[src/rtl/ax25_pkg.sv]
`timescale 1ns / 1ps
package ax25_pkg;

  localparam int MAX_REPEATERS = 2;
  localparam int MIN_FRAME     = 7 + 7 + 2;

  localparam int IN_DATA_W  = 8;
  localparam int OUT_DATA_W = 88;
  localparam int OUT_USER_W = 2;

  // record kinds on out_tuser
  localparam logic [1:0] REC_ADDR    = 2'd0;
  localparam logic [1:0] REC_HEADER  = 2'd1;
  localparam logic [1:0] REC_PAYLOAD = 2'd2;
  localparam logic [1:0] REC_STATUS  = 2'd3;

  localparam logic [1:0] ROLE_DEST     = 2'd0;
  localparam logic [1:0] ROLE_SOURCE   = 2'd1;
  localparam logic [1:0] ROLE_REPEATER = 2'd2;

  localparam logic [2:0] ST_OK           = 3'd0;
  localparam logic [2:0] ST_TOO_SHORT    = 3'd1;
  localparam logic [2:0] ST_DEST_ONLY    = 3'd2;
  localparam logic [2:0] ST_RPT_TRUNC    = 3'd3;
  localparam logic [2:0] ST_TOO_MANY_RPT = 3'd4;
  localparam logic [2:0] ST_HDR_TRUNC    = 3'd5;
  localparam logic [2:0] ST_NOT_UI       = 3'd6;

  localparam logic [1:0] PH_ADDR    = 2'd0;
  localparam logic [1:0] PH_CTRL    = 2'd1;
  localparam logic [1:0] PH_PROTO   = 2'd2;
  localparam logic [1:0] PH_PAYLOAD = 2'd3;

  localparam logic [7:0] CTRL_UI        = 8'h03;
  localparam logic [6:0] CHAR_SPACE     = 7'h20;
  localparam logic [7:0] PROTO_NO_L3    = 8'hF0;

  // last field in the lowest bits
  typedef struct packed {
    logic [2:0]  status;
    logic [7:0]  payload_byte;
    logic [7:0]  protocol_value;
    logic [7:0]  control_value;
    logic        command_response;
    logic [3:0]  ssid;
    logic [2:0]  callsign_length;
    logic [41:0] callsign;
    logic [2:0]  repeater_index;
    logic [1:0]  address_role;
  } rec_data_t;

  typedef struct packed {
    logic [1:0] record_type;
    rec_data_t  data;
    logic       last;
  } rec_t;

endpackage

[src/rtl/ax25_ui_header_parser.sv]
`timescale 1ns / 1ps
// AX.25 UI header parser. Takes one frame byte per cycle (checksum removed,
// last byte marked by in_tlast) and emits address, header, payload and status
// records. Each byte's decode is a single registered pass and its records go
// into a four-word result queue; a byte is taken whenever the queue has room
// for two words, so throughput is one byte per cycle as long as the consumer
// takes one word per cycle, with the closing byte of a frame producing two
// words. A byte's records are queued as it is taken. expected_protocol is to
// be written through cfg_we/cfg_wdata only while idle, which is not enforced.
module ax25_ui_header_parser (
  input  logic                            clk,
  input  logic                            rst_n,
  input  logic                            cfg_we,
  input  logic [7:0]                      cfg_wdata,   // expected_protocol
  input  logic                            in_tvalid,
  output logic                            in_tready,
  input  logic [ax25_pkg::IN_DATA_W-1:0]  in_tdata,    // data_byte
  input  logic                            in_tlast,    // end_of_frame
  output logic                            out_tvalid,
  input  logic                            out_tready,
  // address_role, repeater_index, callsign, callsign_length, ssid,
  // command_response, control_value, protocol_value, payload_byte, status, pad
  output logic [ax25_pkg::OUT_DATA_W-1:0] out_tdata,
  output logic [ax25_pkg::OUT_USER_W-1:0] out_tuser,   // record_type
  output logic                            out_tlast    // last
);
  import ax25_pkg::*;

  logic [7:0]  exp_proto_r;
  logic [4:0]  byte_cnt_r, byte_cnt_nxt;
  logic [2:0]  addr_pos_r, addr_pos_nxt;
  logic [3:0]  addr_num_r, addr_num_nxt;
  logic [41:0] call_r, call_nxt;
  logic [2:0]  chars_r, chars_nxt;
  logic        space_r, space_nxt;
  logic [1:0]  phase_r, phase_nxt;
  logic [2:0]  err_r, err_nxt;
  logic [7:0]  ctrl_r, ctrl_nxt;

  rec_t        q_r [4];
  logic [1:0]  wr_ptr_r, rd_ptr_r;
  logic [2:0]  cnt_r, cnt_nxt;

  rec_t        rec0, rec_st;
  logic        rec0_v;
  logic        in_acc, out_acc;
  logic [7:0]  b;
  logic [6:0]  ch;
  logic        more;
  logic [1:0]  n_push;

  assign in_acc  = in_tvalid && in_tready;
  assign out_acc = out_tvalid && out_tready;
  assign b       = in_tdata;
  assign ch      = b[7:1];
  assign more    = ~b[0];

  always_comb begin
    byte_cnt_nxt = (byte_cnt_r == 5'd31) ? byte_cnt_r : byte_cnt_r + 5'd1;
    addr_pos_nxt = addr_pos_r;
    addr_num_nxt = addr_num_r;
    call_nxt     = call_r;
    chars_nxt    = chars_r;
    space_nxt    = space_r;
    phase_nxt    = phase_r;
    err_nxt      = err_r;
    ctrl_nxt     = ctrl_r;
    rec0         = '0;
    rec0_v       = 1'b0;
    rec_st       = '0;

    if (err_r == ST_OK) begin
      unique case (phase_r)
        PH_ADDR: begin
          if (addr_pos_r < 3'd6) begin
            if (space_r || ch == CHAR_SPACE) begin
              space_nxt = 1'b1;
            end else if (chars_r < 3'd6) begin
              for (int k = 0; k < 6; k++) begin
                if (chars_r == 3'(k)) begin
                  call_nxt[41-7*k -: 7] = call_r[41-7*k -: 7] | ch;
                end
              end
              chars_nxt = chars_r + 3'd1;
            end
            addr_pos_nxt = addr_pos_r + 3'd1;
          end else begin
            rec0_v                       = 1'b1;
            rec0.record_type             = REC_ADDR;
            rec0.data.address_role       = (addr_num_r == 4'd0) ? ROLE_DEST :
                                           (addr_num_r == 4'd1) ? ROLE_SOURCE :
                                           ROLE_REPEATER;
            rec0.data.repeater_index     = (addr_num_r >= 4'd2) ?
                                           3'(addr_num_r - 4'd2) : 3'd0;
            rec0.data.callsign           = call_r;
            rec0.data.callsign_length    = chars_r;
            rec0.data.ssid               = b[4:1];
            rec0.data.command_response   = b[7];
            addr_pos_nxt = '0;
            call_nxt     = '0;
            chars_nxt    = '0;
            space_nxt    = 1'b0;
            if (addr_num_r == 4'd0) begin
              if (!more) err_nxt = ST_DEST_ONLY;
            end else if (!more) begin
              phase_nxt = PH_CTRL;
            end else if (addr_num_r - 4'd1 >= 4'(MAX_REPEATERS)) begin
              err_nxt = ST_TOO_MANY_RPT;
            end
            if (addr_num_r != 4'd15) addr_num_nxt = addr_num_r + 4'd1;
          end
        end
        PH_CTRL: begin
          ctrl_nxt  = b;
          phase_nxt = PH_PROTO;
        end
        PH_PROTO: begin
          rec0_v                   = 1'b1;
          rec0.record_type         = REC_HEADER;
          rec0.data.control_value  = ctrl_r;
          rec0.data.protocol_value = b;
          if (ctrl_r == CTRL_UI && b == exp_proto_r) phase_nxt = PH_PAYLOAD;
          else err_nxt = ST_NOT_UI;
        end
        PH_PAYLOAD: begin
          rec0_v                 = 1'b1;
          rec0.record_type       = REC_PAYLOAD;
          rec0.data.payload_byte = b;
        end
        default: ;
      endcase
    end

    rec_st.record_type = REC_STATUS;
    rec_st.last        = 1'b1;
    priority if (byte_cnt_nxt < 5'(MIN_FRAME)) rec_st.data.status = ST_TOO_SHORT;
    else if (err_nxt != ST_OK)                 rec_st.data.status = err_nxt;
    else if (phase_nxt == PH_ADDR)             rec_st.data.status = ST_RPT_TRUNC;
    else if (phase_nxt != PH_PAYLOAD)          rec_st.data.status = ST_HDR_TRUNC;
    else                                       rec_st.data.status = ST_OK;

    // frame end: return per-frame state to reset
    if (in_tlast) begin
      byte_cnt_nxt = '0;
      addr_pos_nxt = '0;
      addr_num_nxt = '0;
      call_nxt     = '0;
      chars_nxt    = '0;
      space_nxt    = 1'b0;
      phase_nxt    = PH_ADDR;
      err_nxt      = ST_OK;
      ctrl_nxt     = '0;
    end
  end

  assign n_push  = in_acc ? (2'(rec0_v) + 2'(in_tlast)) : 2'd0;
  assign cnt_nxt = cnt_r + 3'(n_push) - 3'(out_acc);

  always_ff @(posedge clk) begin
    if (!rst_n) begin
      exp_proto_r <= PROTO_NO_L3;
      byte_cnt_r  <= '0;
      addr_pos_r  <= '0;
      addr_num_r  <= '0;
      call_r      <= '0;
      chars_r     <= '0;
      space_r     <= 1'b0;
      phase_r     <= PH_ADDR;
      err_r       <= ST_OK;
      ctrl_r      <= '0;
      wr_ptr_r    <= '0;
      rd_ptr_r    <= '0;
      cnt_r       <= '0;
    end else begin
      if (cfg_we) exp_proto_r <= cfg_wdata;
      if (in_acc) begin
        byte_cnt_r <= byte_cnt_nxt;
        addr_pos_r <= addr_pos_nxt;
        addr_num_r <= addr_num_nxt;
        call_r     <= call_nxt;
        chars_r    <= chars_nxt;
        space_r    <= space_nxt;
        phase_r    <= phase_nxt;
        err_r      <= err_nxt;
        ctrl_r     <= ctrl_nxt;
      end
      wr_ptr_r <= wr_ptr_r + n_push;
      rd_ptr_r <= rd_ptr_r + 2'(out_acc);
      cnt_r    <= cnt_nxt;
    end
  end

  // queue words: the byte's own record first, then the status word
  always_ff @(posedge clk) begin
    if (in_acc) begin
      if (rec0_v) begin
        q_r[wr_ptr_r] <= rec0;
        if (in_tlast) q_r[wr_ptr_r + 2'd1] <= rec_st;
      end else if (in_tlast) begin
        q_r[wr_ptr_r] <= rec_st;
      end
    end
  end

  assign in_tready  = (cnt_r <= 3'd2);
  assign out_tvalid = (cnt_r != 3'd0);
  assign out_tdata  = {6'd0, q_r[rd_ptr_r].data};
  assign out_tuser  = q_r[rd_ptr_r].record_type;
  assign out_tlast  = q_r[rd_ptr_r].last;

`ifndef SYNTHESIS
  a_cnt_bound: assert property (@(posedge clk) disable iff (!rst_n)
    cnt_r <= 3'd4)
    else $error("result queue overflow");

  a_eof_status: assert property (@(posedge clk) disable iff (!rst_n)
    in_acc && in_tlast |=> cnt_r != 3'd0)
    else $error("frame end left no status word");

  a_last_is_status: assert property (@(posedge clk) disable iff (!rst_n)
    out_tvalid && out_tlast |-> out_tuser == REC_STATUS)
    else $error("last flag on a non-status record");
`endif

endmodule
[config.mk]
export PLATFORM = sky130hd
export DESIGN_NAME = ax25_ui_header_parser
export DESIGN_NICKNAME = d
export VERILOG_FILES = /design/src/rtl/ax25_pkg.sv /design/src/rtl/ax25_ui_header_parser.sv
export SDC_FILE = /design/constraint.sdc
export NUM_CORES = 1
export LEC_CHECK = 0
export ABC_AREA = 0
export BUFFER_PORTS_ARGS = -buffer_cell sky130_fd_sc_hd__clkbuf_2
export CORE_UTILIZATION = 27
export CTS_CLUSTER_SIZE = 40
export DETAILED_ROUTE_END_ITERATION = 8
export HOLD_SLACK_MARGIN = 0.12
export SYNTH_ARGS = -nofsm -noshare
export SYNTH_HDL_FRONTEND = slang
export SYNTH_SLANG_ARGS = --single-unit
[constraint.sdc]
create_clock -name clk -period 3.9 [get_ports clk]
set_input_delay 0.195 -clock clk [delete_from_list [all_inputs] [get_ports clk]]
set_output_delay 0.195 -clock clk [all_outputs]
set_load 0.005 [all_outputs]
# Word-level counts from Yosys, hierarchy flattened
# Memories as Yosys holds them, arrays and structs flattened. A register that Yosys moved wholly into a read port is not among the register bits.
# Index checks and enable logic that the tools add are counted.
# classes
add_sub_neg,12
magnitude_cmp,6
n_eq_ne,25
n_mux,83
n_bitwise,7
n_reduce_logical,27
# op_table
cell,n
$mux 42,6
$mux 55,2
$mux 85,1
$mux 79,1
$mux 3,23
$mux 7,6
$or 7x7->7,6
$reduce_and 6->1,6
$mux 8,4
$ne 3x2->1 const B,8
$mux 2,11
$mux 4,5
$mux 1,17
$mux 16,1
$mux 5,2
$reduce_and 5->1,2
$eq 8x2->1 const B,1
$eq 8x8->1,1
$ge 4x2->1 const B,2
$reduce_bool 2->1,4
$eq 7x6->1 const B,1
$add 3x1->3 const B,2
$eq 3x2->1 const B,2
$eq 3x3->1 const B,2
other kinds (35),44
# totals
regBits,86
ramBits,340
input_bits,22
output_inout_bits,93
word_cells,179
memories,1
# memory_table
memory,words,width,read_ports,rd_ports_with_merged_regs,write_ports,line_no,source
q_r,4,85,1,1,2,ax25_ui_header_parser.sv:40,rec_t q_r [4];

# Logic depth before layout (Yosys ltp)
# Gate-level depths: netlist (run 1).
# logic_depth
depth_word,12
mapped_depth,15
depth_no_buf,15

# Worst setup path after synthesis (run 1)
# OpenSTA, ideal clock, no wires.
# synth_path
path_type,flip-flop to flip-flop
startpoint,register phase_r[0]
endpoint,register cnt_r[2]
setup_ps,128
t_arrival_ps,2930
required_time_ps,3772
path_slack_ps,842
stages_incl_launch_ff,16
n_path_buf,0
period_less_slack_ps,3058
cell_sequence,dfxtp_1 -> inv_1 -> ha_1 -> a311o_1 -> and3_1 -> ha_1 -> and3_1 -> inv_1 -> ha_1 -> inv_1 -> ha_1 -> inv_1 -> fa_1 -> xnor2_1 -> xnor2_1 -> nor2_1
# synth_via
elab_chain_cells,8
word_cells_on_any_way,10
classes_between,add/sub (3); eq/ne (2); mux (3); reduce/logical (2)
# synth_lines
item,line_no,source
start: declaration,ax25_ui_header_parser.sv:36,"logic [1:0] phase_r, phase_nxt;"
start signal: assignment,ax25_ui_header_parser.sv:183,phase_r <= phase_nxt;
$eq 2x2->1,ax25_ui_header_parser.sv:73,unique case (phase_r)
$reduce_or 2->1 (no source line),n/a,
$pmux 1 s2 *,ax25_ui_header_parser.sv:73,
$mux 1 *,ax25_ui_header_parser.sv:72,if (err_r == ST_OK) begin
$add 1x1->2 *,ax25_ui_header_parser.sv:156,assign n_push = in_acc ? (2'(rec0_v) + 2'(in_tlast)) : 2'd0;
$mux 2 *,ax25_ui_header_parser.sv:156,
$add 3x2->3 *,ax25_ui_header_parser.sv:157,assign cnt_nxt = cnt_r + 3'(n_push) - 3'(out_acc);
$sub 3x1->3 *,ax25_ui_header_parser.sv:157,
end signal: assignment,ax25_ui_header_parser.sv:189,cnt_r <= cnt_nxt;
end: declaration,ax25_ui_header_parser.sv:42,"logic [2:0] cnt_r, cnt_nxt;"
# Every way passes the cells marked *; elsewhere a longest branch is shown, timed or not.
# A chain may end at the register's enable or synchronous reset.

# Worst setup path after layout (run 1)
# Same ends and word-level chain as after synthesis.

==> results of run 1 <==
## layout make-up
cell class	count	share of cell area
clock buffers	59	0.05982
clock inverters	16	0.01026
inverters	24	0.004506
multi-input cells	1039	0.3862
flip-flops and latches	426	0.4329
well taps	837	0.05238
repair buffers	157	0.05394
## synth_stat cells, types with 4 or more instances
master / number / area [um^2]
a211oi_1: 5 / 37.54
a21oi_1: 16 / 80.08
a22oi_1: 9 / 67.56
a2bb2oi_1: 4 / 35.03
a31oi_1: 7 / 43.79
and2_1: 6 / 37.54
and3_1: 8 / 50.05
buf_1: 17 / 63.81
buf_2: 30 / 150.1
buf_4: 15 / 112.6
clkbuf_1: 81 / 304.0
dfxtp_1: 414 / 8288
edfxtp_1: 12 / 360.4
ha_1: 31 / 387.9
inv_1: 23 / 86.33
mux2i_1: 9 / 90.09
mux4_2: 85 / 1914
nand2_1: 161 / 604.3
nand2b_1: 6 / 37.54
nand3_1: 170 / 850.8
nand3b_1: 5 / 37.54
nor2_1: 50 / 187.7
nor3_1: 5 / 25.02
nor4_1: 4 / 25.02
o21ai_0: 220 / 1101
o2bb2ai_1: 159 / 1393
o32ai_1: 5 / 43.79
xnor2_1: 10 / 87.58
xor2_1: 9 / 78.83
## registers in the layout (all words and copies together), names as in the netlist
name         count
chars_r          3
exp_proto_r      8
addr_num_r       4
wr_ptr_r         2
addr_pos_r       3
call_r          42
q_r            340
err_r            3
phase_r          2
byte_cnt_r       5
rd_ptr_r         2
space_r          1
ctrl_r           8
cnt_r            3
## logic make-up after synthesis
kind of cell / Yosys count / synth area share
AOI/OAI and AO/OA: 451 / 0.1785
and+or+nand+nor: 435 / 0.1186
DFF: 426 / 0.5065
buffers and inverters: 169 / 0.04353
muxes: 95 / 0.1180
adders and majority gates: 32 / 0.02389
xor gates and xnor gates: 20 / 0.01070
other: 1 / 0.0002196
## layer usage
| metal | GRT usage | vias to the layer above | share of wire |
|---|---|---|---|
| met5 | 0 | - | 0 |
| met2 | 0.2522 | 374 | 0.48 |
| met1 | 0.2060 | 6518 | 0.44 |
| li1 | - | 6134 | - |
| met4 | 0.03810 | 0 | 0.021 |
| met3 | 0.02223 | 69 | 0.054 |
## through the flow
step	utilization	area (um^2)	hold WS [ps]	power, uW	setup slack, ps
final	0.3222	19990	134.2	9978	564.8
after global routing	0.3222	19990	146.5	10390	326.2
after CTS	0.3222	19990	120.3	10090	576.6
after detailed placement	0.2967	18410	421.7	5936	589.4
after global placement	0.2967	18410	421.9	5931	610.6
after floorplan	-	17090	323.9	5511	842.2
## worst min-delay path, stage by stage
cell and delay (ps):
clkbuf_2 80, and2_1 150, ha_1 120, and2_1 100
## cell usage in the layout, fill, tap and decap left out, drive strengths merged, types with 6 or more instances in the layout
master       instances
a211oi               6
and2                 6
edfxtp              12
o21ai              220
conb                 6
clkbuf             167
and3                 8
ha                  31
a22oi                9
clkinv              12
mux2i                9
nor2                50
buf                 31
nand2b               6
mux4                85
nor3                 6
nand2              161
a31oi                7
xnor2               10
xor2                10
o2bb2ai            159
dlygate4sd3         18
a21oi               17
dfxtp              414
inv                 23
nand3              170
## power by group through the flow
stage	combinational (uW)	sequential [uW]	clock [uW]
final	1130	4720	4130
after global routing	1240	4740	4410
after CTS	1140	4710	4230
after detailed placement	1130	4810	0
after global placement	1120	4810	0
after floorplan	851	4660	0
## worst paths after layout
kind                            endpoint
setup / recovery     cnt_r[2]$_SDFF_PN0_
hold / removal    rd_ptr_r[0]$_SDFF_PN0_
setup reg to reg     cnt_r[2]$_SDFF_PN0_
hold reg to reg   q_r[0][0]$_SDFFE_PP1P_
==> run_results.csv, run 1 <==
group,metric,value,unit
clock_network,cts_root_buf,"clkbuf_16",
timing,relSlewSlack,0.4172,
clock_network,cts-resized-gates,0,
yosys,netlist_area,17080,um^2
global_routing,grtUsageTotal,0.1520,
routing,drc,0,
global_routing,antenna_found_initial,1,
routing,drt_iter0_markers,927,
place,place_inst,2465,
yosys,yosysWarnings,0,
routing,drtAntennaViolNets,0,
clock_network,h-tree-depth,2,
setup_path,start_kind,"flop",
flow_run,max_cap_viol_count,0,
setup_path,endpoint_kind,"flop",
floorplan,die_h,253.5,um
global_routing,grt_pass1_vias,13041,
yosys,ys_seq_elements,426,
final_layout,final_nets,1744,
pwr,combPwrFrac,0.113,
setup_path,cp_cell_sequence,"inv_1 -> ha_1 -> a311o_1 -> and3_1 -> ha_1 -> and3_1 -> inv_1 -> ha_1 -> inv_1 -> ha_1 -> inv_1 -> fa_1 -> xnor2_1 -> xnor2_1 -> nor2_1",
pwr,p_switching,2605,uW
final_layout,drive_above_1_share,0.1807,
routing,wirelength,48900,um
clock_network,cts_sinks,426,
final_layout,diodes,0,
final_layout,area_growth,17.10,%
global_routing,grt_pass1_wl,76670,um
status,outcome,"finished clean",
clock_network,cts_tree,"built",
setup_path,crit_family,"adder cells",
pwr,swShare,0.2611,
floorplan,ios,115,
worst_hold_path,hold_path.class,"in -> reg",
clock_network,cts_buffer_depth,3,
timing,hold_viol_final,0,
timing,finalCriticalPeriod,3335,ps
clock_network,clk_pin_slew_worst_paths,60,ps
setup_path,r2r-start,"phase_r[0]$_SDFFE_PN0P_",
yosys,avgSynthCellArea,10.48,um^2
timing,tns,0,ps
final_layout,fin_cells,2558,
yosys,async_flop_share,0,
setup_path,cp_max_fo,6,
worst_hold_path,min_path_cells,4,
setup_path,regToRegSetupSlack,560,ps
timing,setup_viol,0,
clock_network,numCtsBuffers,42,
pwr,leakage,0.006871,uW
setup_path,crit_arrival,3760,ps
yosys,synthFlopType,"dfxtp_1",
setup_path,worstSetupPathDepth,15,
timing,period_share,0.8552,
routing,drt-wirelength-per-cell,19.12,um
setup_path,crit_slowest_cell,"dfxtp_1",
timing,tightest_slew,865.1,ps
timing,fmax,0.2998,GHz
pwr,p_per_area,499.0,nW/um^2
floorplan,core_area,62050,um^2
floorplan,die_area,64250,um^2
final_layout,seqCellArea,8656,um^2
yosys,synth_cells,1629,
routing,avgViaCountPerCell,5.119,
timing,finalMaxSlewViolations,0,
place,io_buffer_count,108,
pwr,pwr-share-clk,0.414,
place,hpwlAfterDp,30920,um
floorplan,die_w,253.5,um
setup_path,worst-setup-path-type,"reg -> reg",
global_routing,grt_max_degree,105,
clock_network,postCtsHoldBufs,18,
clock_network,clock_latency,560,ps
pwr,vdd_drop_max,299.9,uV
floorplan,start_util,0.2752,
setup_path,reg2regPathDepth,15,
setup_path,cp.required,4330,ps
routing,drt_pass1_iterations,5,
timing,rsz0062_at_grt,"no",
setup_path,critPathBufInv,4,
final_layout,multi_input_area,7721,um^2
timing,fin_skew,26.85,ps
routing,vias,13095,
worst_hold_path,hold_path_startpoint,"out_tready",
yosys,synthDistinctLibCells,66,
clock_network,cts_setup_buffers,0,
global_routing,grt_remaining_overflow,0,
yosys,synth-seq-area-share,0.5065,
setup_path,max_stage_delay,430,ps
final_layout,fillers,6257,
pwr,seqPwrFrac,0.473,
floorplan,placementRows,91,
pwr,internal_power,7373,uW
place,gp_congestion,0.8429,
setup_path,crit_path_start,"phase_r[0]$_SDFFE_PN0P_",
yosys,synth_edf_count,12,
Note: power is estimated with default switching activity, not from simulation.
==> run 2: changes to the inputs <==
Settings changed: CELL_PAD_IN_SITES_DETAIL_PLACEMENT set to 0, CELL_PAD_IN_SITES_GLOBAL_PLACEMENT set to 1, PLACE_DENSITY_LB_ADDON set to 0.1.
==> run 2 against run 1 <==
  * Wire length rose by 11%
  * Clock-buffer cell count rose by 26
  * First-iteration DRC count fell by 40%
==> run_results.csv, run 2 (synthesized netlist as in run 1, its figures left out) <==
group,metric,value,unit
routing,avgViaCountPerCell,5.004,
status,outcome,"finished clean",
final_layout,fillers,6350,
final_layout,reg.largest.list,"q_r x340, call_r x42",
routing,drt-wirelength-per-cell,21.00,um
floorplan,core_area,62050,um^2
global_routing,grt_pass1_wl,83030,um
final_layout,largest_reg_flops,340,
floorplan,placementRows,91,
timing,tns,0,ps
timing,setup_viol,0,
floorplan,die_area,64250,um^2
final_layout,final_common_cell,"dfxtp_1",
pwr,combPwrFrac,0.113,
clock_network,cts_buffer_depth,3,
timing,relSlewSlack,0.3897,
pwr,pwr-share-clk,0.447,
timing,hold_viol_final,0,
pwr,seqPwrFrac,0.440,
place,place_inst,2467,
routing,drt_iter0_markers,557,
pwr,p_per_area,522.9,nW/um^2
pwr,internal_power,7858,uW
place,place_area,18490,um^2
clock_network,numCtsBuffers,51,
routing,drc,0,
pwr,swShare,0.2645,
clock_network,clk_pin_slew_worst_paths,60,ps
clock_network,cts_root_buf,"clkbuf_16",
final_layout,final_cell_area,20430,um^2
setup_path,crit_arrival,3840,ps
setup_path,regToRegSetupSlack,520,ps
clock_network,cts_sinks,426,
timing,finalCriticalPeriod,3377,ps
setup_path,cp_max_fo,6,
timing,fin_skew,24.11,ps
place,gp_congestion,0.7313,
floorplan,die_h,253.5,um
floorplan,start_util,0.2752,
routing,vias,12930,
routing,wirelength,54270,um
final_layout,top_register,"q_r",
final_layout,diodes,0,
clock_network,h-tree-depth,2,
routing,drt_pass1_iterations,5,
final_layout,drive_above_1_share,0.1843,
timing,period_share,0.8660,
final_layout,mostFrequentLayoutCells,"412 x dfxtp_1, 220 x o21ai_0, 168 x nand3_1, 159 x o2bb2ai_1, 158 x nand2_1",
global_routing,grt_pass1_vias,13187,
timing,fmax,0.2961,GHz
global_routing,grt_remaining_overflow,0,
routing,drtAntennaViolNets,0,
pwr,p_switching,2825,uW
clock_network,cts_tree,"built",
setup_path,endpoint_kind,"flop",
pwr,vdd_drop_max,296.6,uV
final_layout,area_growth,19.65,%
place,io_buffer_count,108,
final_layout,final_nets,1761,
floorplan,ios,115,
final_layout,utilization,0.3292,
timing,finalMaxSlewViolations,0,
setup_path,cp.required,4360,ps
setup_path,start_kind,"flop",
timing,tightest_slew,907.9,ps
place,hpwlAfterDp,33360,um
worst_hold_path,hold_path.class,"in -> reg",
final_layout,fin_cells,2584,
global_routing,grt_max_degree,95,
global_routing,antenna_found_initial,0,
clock_network,clock_latency,600,ps
clock_network,cts-resized-gates,0,
setup_path,worst-setup-path-type,"reg -> reg",
floorplan,die_w,253.5,um
flow_run,max_cap_viol_count,0,
pwr,leakage,0.007068,uW
global_routing,grtUsageTotal,0.1701,
timing,rsz0062_at_grt,"no",
==> run 2: cell types whose count changed in the layout (fill, tap and decap cells not counted), moves of 3 or more <==
cell and delta:
buf_12 +3, clkbuf_1 +9, clkbuf_16 +10, clkbuf_8 +7, clkinv_2 -7, dlygate4sd3_1 +6
==> run 2: routing by layer <==
| layer | vias up | GRT usage | part of all wire |
|---|---|---|---|
| li1 | 6191 | - | - |
| met1 | 6410 | 0.2261 | 0.46 |
| met2 | 242 | 0.2825 | 0.48 |
| met3 | 87 | 0.02694 | 0.036 |
| met4 | 0 | 0.05091 | 0.027 |
| met5 | - | 0 | 0 |
==> run 2: critical path, stage by stage, from the launching register on <==
cell	delay (ps)
dfxtp_1	410
inv_1	130
ha_1	330
a311o_1	370
and3_1	220
ha_1	280
and3_1	190
inv_1	50
ha_1	280
inv_1	60
ha_1	120
inv_1	50
fa_1	380
xnor2_1	180
xnor2_1	140
nor2_1	50
==> run 2: power groups by stage <==
stage	Sequential [uW]	Combinational [uW]	Clock, uW
6_report	4700	1210	4780
2_1_floorplan	4660	851	0
5_1_grt	4720	1320	5120
4_1_cts	4700	1240	4940
3_3_place_gp	4800	1220	0
3_5_place_dp	4790	1220	0
==> run 2: path summary, 6_finish.rpt <==
kind,start,cells after the start,end
max,phase_r[0]$_SDFFE_PN0P_,15,cnt_r[2]$_SDFF_PN0_
min,rst_n,3,chars_r[1]$_SDFFE_PN0P_
max reg2reg,phase_r[0]$_SDFFE_PN0P_,15,cnt_r[2]$_SDFF_PN0_
min reg2reg,q_r[2][0]$_SDFFE_PP1P_,2,q_r[2][0]$_SDFFE_PP1P_
==> run 2: layout make-up <==
class	count	area, um^2	area share
multi-input combinational	1039	7749	0.3793
inverter	24	90.09	0.004410
sequential	426	8656	0.4237
tap	837	1047	0.05126
timing repair buffer	165	1191	0.05830
clock inverter	8	120.1	0.005879
clock buffer	85	1577	0.07717
==> run 2: repair_timing <==
action / CTS / global route
buffers inserted: 0 / 0
hold endpoints to repair: 22 / 0
hold buffers: 24 / 0
==> run 2: stage by stage <==
stage | hold slack [ps] | total power [uW] | setup WS (ps)
2_1_floorplan | 323.9 | 5511 | 842.2
3_3_place_gp | 421.6 | 6013 | 562.0
3_5_place_dp | 420.8 | 6012 | 527.1
4_1_cts | 132.4 | 10880 | 483.2
5_1_grt | 155.6 | 11170 | 303.0
6_report | 165.9 | 10680 | 522.6
